<file path="src/hw/rtl/lphs_pkg.sv">
// lphs_pkg: shared types, constants and helpers for the linear probe hash set
// used by lphs_mod, lphs_ram and linear_probe_hash_set; depends on nothing

package lphs_pkg;

    // table geometry and key width
    localparam int TABLE_DEPTH = 1024;
    localparam int KEY_WIDTH   = 64;
    localparam int ADDR_W      = $clog2(TABLE_DEPTH);

    // fixed field widths of the ports
    localparam int SIZE_W   = 11;
    localparam int STATUS_W = 3;
    localparam int HASH_W   = 32;

    localparam logic [SIZE_W-1:0] SIZE_RESET = SIZE_W'(1024);
    localparam logic [SIZE_W-1:0] COUNT_MAX  = {SIZE_W{1'b1}};

    // modulo unit: remainder bits retired per cycle
    localparam int MOD_STEPS = 4;
    localparam int MOD_ITER  = HASH_W / MOD_STEPS;
    localparam int MOD_CNT_W = $clog2(MOD_ITER);

    // opcodes
    localparam logic OP_INSERT = 1'b0;
    localparam logic OP_LOOKUP = 1'b1;

    // status codes
    localparam logic [STATUS_W-1:0] ST_ADDED   = 3'd0;
    localparam logic [STATUS_W-1:0] ST_PRESENT = 3'd1;
    localparam logic [STATUS_W-1:0] ST_FOUND   = 3'd2;
    localparam logic [STATUS_W-1:0] ST_MISSING = 3'd3;
    localparam logic [STATUS_W-1:0] ST_FULL    = 3'd4;

    // controller states
    typedef enum logic [2:0] {
        S_CLEAR,
        S_IDLE,
        S_HASH,
        S_READ,
        S_CHECK
    } fsm_state_t;

    // command word
    typedef struct packed {
        logic        opcode;
        logic [63:0] key;
    } cmd_t;

    // result word
    typedef struct packed {
        logic [STATUS_W-1:0] status;
        logic [SIZE_W-1:0]   entries_stored;
        logic                load_limit_reached;
    } result_t;

    // modulo unit request and response
    typedef struct packed {
        logic              go;
        logic [HASH_W-1:0] dividend;
        logic [SIZE_W-1:0] divisor;
    } mod_req_t;

    typedef struct packed {
        logic              done;
        logic [SIZE_W-1:0] rem;
    } mod_rsp_t;

    // key memory access
    typedef struct packed {
        logic                 we;
        logic [ADDR_W-1:0]    waddr;
        logic [KEY_WIDTH-1:0] wdata;
        logic [ADDR_W-1:0]    raddr;
    } ram_req_t;

    // size register clamped to 1..TABLE_DEPTH
    function automatic logic [SIZE_W-1:0] eff_size(input logic [SIZE_W-1:0] cfg);
        logic [SIZE_W-1:0] s;
        s = cfg;
        if (cfg == '0)
            s = SIZE_W'(1);
        else if (32'(cfg) > 32'(TABLE_DEPTH))
            s = SIZE_W'(TABLE_DEPTH);
        return s;
    endfunction

endpackage

</file>
<file path="src/hw/rtl/lphs_mod.sv">
// lphs_mod: iterative 32-bit by 11-bit remainder unit, several bits per cycle
// depends on lphs_pkg

module lphs_mod (
    input  logic              clk,
    input  logic              rst_n,
    input  lphs_pkg::mod_req_t req,
    output lphs_pkg::mod_rsp_t rsp
);
    import lphs_pkg::*;

    logic                 run_reg, run_next;
    logic                 done_reg, done_next;
    logic [MOD_CNT_W-1:0] cnt_reg, cnt_next;
    logic [HASH_W-1:0]    dvd_reg, dvd_next;
    logic [SIZE_W-1:0]    div_reg, div_next;
    logic [SIZE_W-1:0]    rem_reg, rem_next;

    // restoring remainder steps for one cycle
    always_comb
    begin
        logic [SIZE_W-1:0] r;
        logic [SIZE_W:0]   t;
        r = rem_reg;
        for (int i = 0; i < MOD_STEPS; i++)
        begin
            t = {r, dvd_reg[HASH_W-1-i]};
            if (t >= {1'b0, div_reg})
                r = SIZE_W'(t - {1'b0, div_reg});
            else
                r = t[SIZE_W-1:0];
        end

        run_next  = run_reg;
        done_next = 1'b0;
        cnt_next  = cnt_reg;
        dvd_next  = dvd_reg;
        div_next  = div_reg;
        rem_next  = rem_reg;

        if (req.go)
        begin
            run_next = 1'b1;
            cnt_next = '0;
            dvd_next = req.dividend;
            div_next = req.divisor;
            rem_next = '0;
        end
        else if (run_reg)
        begin
            rem_next = r;
            dvd_next = dvd_reg << MOD_STEPS;
            cnt_next = cnt_reg + 1'b1;
            if (cnt_reg == MOD_CNT_W'(MOD_ITER - 1))
            begin
                run_next  = 1'b0;
                done_next = 1'b1;
            end
        end
    end

    // control registers
    always_ff @(posedge clk or negedge rst_n)
    begin
        if (!rst_n)
        begin
            run_reg  <= 1'b0;
            done_reg <= 1'b0;
            cnt_reg  <= '0;
        end
        else
        begin
            run_reg  <= run_next;
            done_reg <= done_next;
            cnt_reg  <= cnt_next;
        end
    end

    // datapath registers
    always_ff @(posedge clk)
    begin
        dvd_reg <= dvd_next;
        div_reg <= div_next;
        rem_reg <= rem_next;
    end

    assign rsp.done = done_reg;
    assign rsp.rem  = rem_reg;

endmodule

</file>
<file path="config.mk">
export PLATFORM = sky130hd
export DESIGN_NAME = lphs_mod
export DESIGN_NICKNAME = d
export VERILOG_FILES = /design/src/hw/rtl/lphs_pkg.sv /design/src/hw/rtl/lphs_mod.sv
export SDC_FILE = /design/constraint.sdc
export NUM_CORES = 1
export LEC_CHECK = 0
export BUFFER_PORTS_ARGS = -buffer_cell sky130_fd_sc_hd__buf_2
export CAP_MARGIN = 20
export CORE_UTILIZATION = 55
export CTS_CLUSTER_DIAMETER = 60
export CTS_CLUSTER_SIZE = 28
export DETAILED_ROUTE_END_ITERATION = 8
export PLACE_DENSITY_LB_ADDON = 0.2
export SYNTH_ARGS = -nofsm -noshare
export SYNTH_HDL_FRONTEND = slang
export SYNTH_SLANG_ARGS = --single-unit
</file>
<file path="constraint.sdc">
create_clock -name clk -period 11.72 [get_ports clk]
set_clock_uncertainty 0.2 [all_clocks]
set_input_delay 2.344 -clock clk [delete_from_list [all_inputs] [get_ports clk]]
set_output_delay 2.344 -clock clk [all_outputs]
set_load 0.02 [all_outputs]
</file>
==> metrics <==
outcome finished clean; Distinct cells, synth between 60 and 70; Inserted Clock Buffers 9; Post-synth top flop edfxtp_1; gr ovfl total 0; crit share post-route ~87%; Detailed Place HPWL about 9000 µm; Initial Util between 50% and 60%; DRC viols 0; sequential area share after synthesis about a third; Setup WS pre-CTS around 1.7 ns; vias in the first global route 3705; XOR/XNOR Fraction of Synth Area about 5.2%; Layout Area Growth over Synthesis 11.46%; Max Freq around 0.1 GHz; Final min period between 10 and 15 ns; nets about 610; ANT nets after route 0; Syn Inst Count around 460; synthesized-area fraction occupied by adder cells around 14%; area leader, netlist edfxtp_1; initial antenna violation count 0; max cap viols 0; hold slack approximately 0.34 ns; die height approximately 95 µm; filler cell count between 600 and 700; Max Transition Viols Final 0; die area 0.009011 mm²; worst slew pin tran between 0.7 and 0.8 ns; Crit Path Class register to register; R2R Setup Slk 1.55 ns; CORE AREA 0.008299 mm²; CP max FO 17; Final Hold Vio Count 0; clk sinks 59; Routed WL per cell between 15 and 20 µm; top cells by area, synth edfxtp_1, ha_1, mux2_2, dfxtp_1, xnor2_1; crit end category register; Setup Fix Bufs, Post-CTS 0; Post-CTS Hold Fix Bufs 0; CTS tree built; largest family of logic cells by synthesized area compound AO/OA/AOI/OAI gates; layout cells sized above 1 between 20 and 30%; H-tree depth 3; synthesized flop and latch total roughly 60; Rel. slew slack between 40% and 50%; Syn Nets around 550; Detailed Route WL 11330 µm; Top Ports 58; post-synthesis mux area share 14.25%; Tot GR Track Use a little over a quarter; Hold/Removal Path Class register to register; EDFF count, synth 43; Setup WS post-layout between 1.5 and 2 ns; max incr delay on CP approximately 0.66 ns; DRT Pass-1 Iters 5; post-synthesis async set-or-reset flop share roughly 8.5%; Die W 94.93 µm; port buffer count 57; Worst-Skew Late Latency approximately 0.34 ns; Std-Cell Rows 33; RSZ-0062 raised after global routing false; worst endpoint required time roughly 12 ns; Yosys top cell area share around 27%; vias per cell around 6.0; startpoint types register; Slowest-stage cell, CP and3b_1; max reg flops 32; CP dominant cell by count o21ai_0; final setup TNS 0 ns; PostCTS Resize Cnt 0; GP Congestion a little over 0.9; Synth Area in Simple Gates about an eighth; clock transition at the registers of the reported paths around 0.07 ns; first-pass GRT wire length 18140 µm; Syn. warnings 0; endpoints failing setup 0; CTS root buffer clkbuf_8; DR iter-0 viols about 210; syn_area_per_cell 10.37 µm²; final core utilization between 60% and 70%; n_diodes 0; Compound-Gate Fraction of Synth Area between 10% and 20%; Cell Area, Synth 0.004750 mm²; largest net degree at the start of global routing 59; via count ~3800; Clock Path Buffers 2; Crit path arrival time between 10 and 15 ns
-- critical path, delay by kind of cell, from the launching register on --
family                     cells  cell delay [ns]
adders and majority gates      5             1.86
DFF                            1             0.46
AOI/OAI and AO/OA             17             3.72
and+or+nand+nor               10             2.61
muxes                          3             1.26
-- cells by family after synthesis --
group                      Yosys count
buffers and inverters               41
DFF                                 59
adders and majority gates           50
xor gates and xnor gates            28
and+or+nand+nor                    111
muxes                               62
AOI/OAI and AO/OA                  107
-- placed cells by master, fill, tap and decap left out, types with 8 or more instances in the layout --
master	instances
nor2_1	38
o21ai_0	19
o21a_1	9
a21o_1	13
inv_1	28
ha_1	46
buf_2	57
nand2_1	19
nand4_1	8
mux2i_1	17
xor2_1	8
edfxtp_1	43
a21oi_1	17
clkbuf_8	9
mux2_2	44
dfxtp_1	11
xnor2_1	20
a211oi_1	12
-- worst paths after layout --
path                            startpoint         end  cells past startpoint
worst min-delay path            rem_reg[5]  rem_reg[5]                      2
worst max register to register  div_reg[0]  rem_reg[0]                     35
max in group asynchronous            rst_n     run_reg                      1
worst max-delay path            div_reg[0]  rem_reg[0]                     35
min in group asynchronous            rst_n  cnt_reg[0]                      1
worst min register to register  rem_reg[5]  rem_reg[5]                      2
-- cells in the mapped netlist (3+ instances only) --
cell type,n
a211o_1,3
and3_1,4
xnor2_1,20
and2_1,6
or4_1,4
nor2_1,38
a211oi_1,12
clkbuf_1,7
nand2_1,19
dfrtp_1,5
a31oi_1,4
a211oi_2,3
nand3_1,4
nand4_1,8
mux2_2,44
o21a_1,9
mux2i_1,17
nand2b_1,6
dfxtp_1,11
edfxtp_1,43
a21o_1,13
xor2_1,8
a21oi_1,17
ha_1,46
fa_1,4
o21ai_0,19
o211ai_1,5
nand3b_1,3
a311o_1,3
inv_1,28
nor3_1,4
nor2b_1,6
-- metrics by stage --
step | cell area, µm² | instances
after CTS | 5294 | 625
after detailed placement | 5116 | 609
after global routing | 5294 | 625
final | 5294 | 625
after floorplan | 4750 | 458
after global placement | 5116 | 609
-- routing by layer --
layer / share of wire (%) / vias to the layer above / wire, µm / GRT usage (%)
li1: - / 1833 / - / -
met1: 45 / 1787 / 5115 / 34.98
met2: 47 / 121 / 5283 / 44.24
met3: 5.5 / 27 / 622 / 5.556
met4: 2.7 / 0 / 303 / 10.10
met5: 0 / - / 0 / 0
-- area by class of cell --
class / instances / area, µm² / area share [%]
flip-flops and latches: 59 / 1637 / 30.91
repair buffers: 59 / 300.3 / 5.672
clock inverters: 7 / 53.80 / 1.016
well taps: 105 / 131.4 / 2.482
multi-input cells: 358 / 2943 / 55.59
clock buffers: 9 / 123.9 / 2.340
inverters: 28 / 105.1 / 1.985
Power is not shown: default switching activity piles up to over one toggle a cycle in this logic, so the estimate is an artifact.
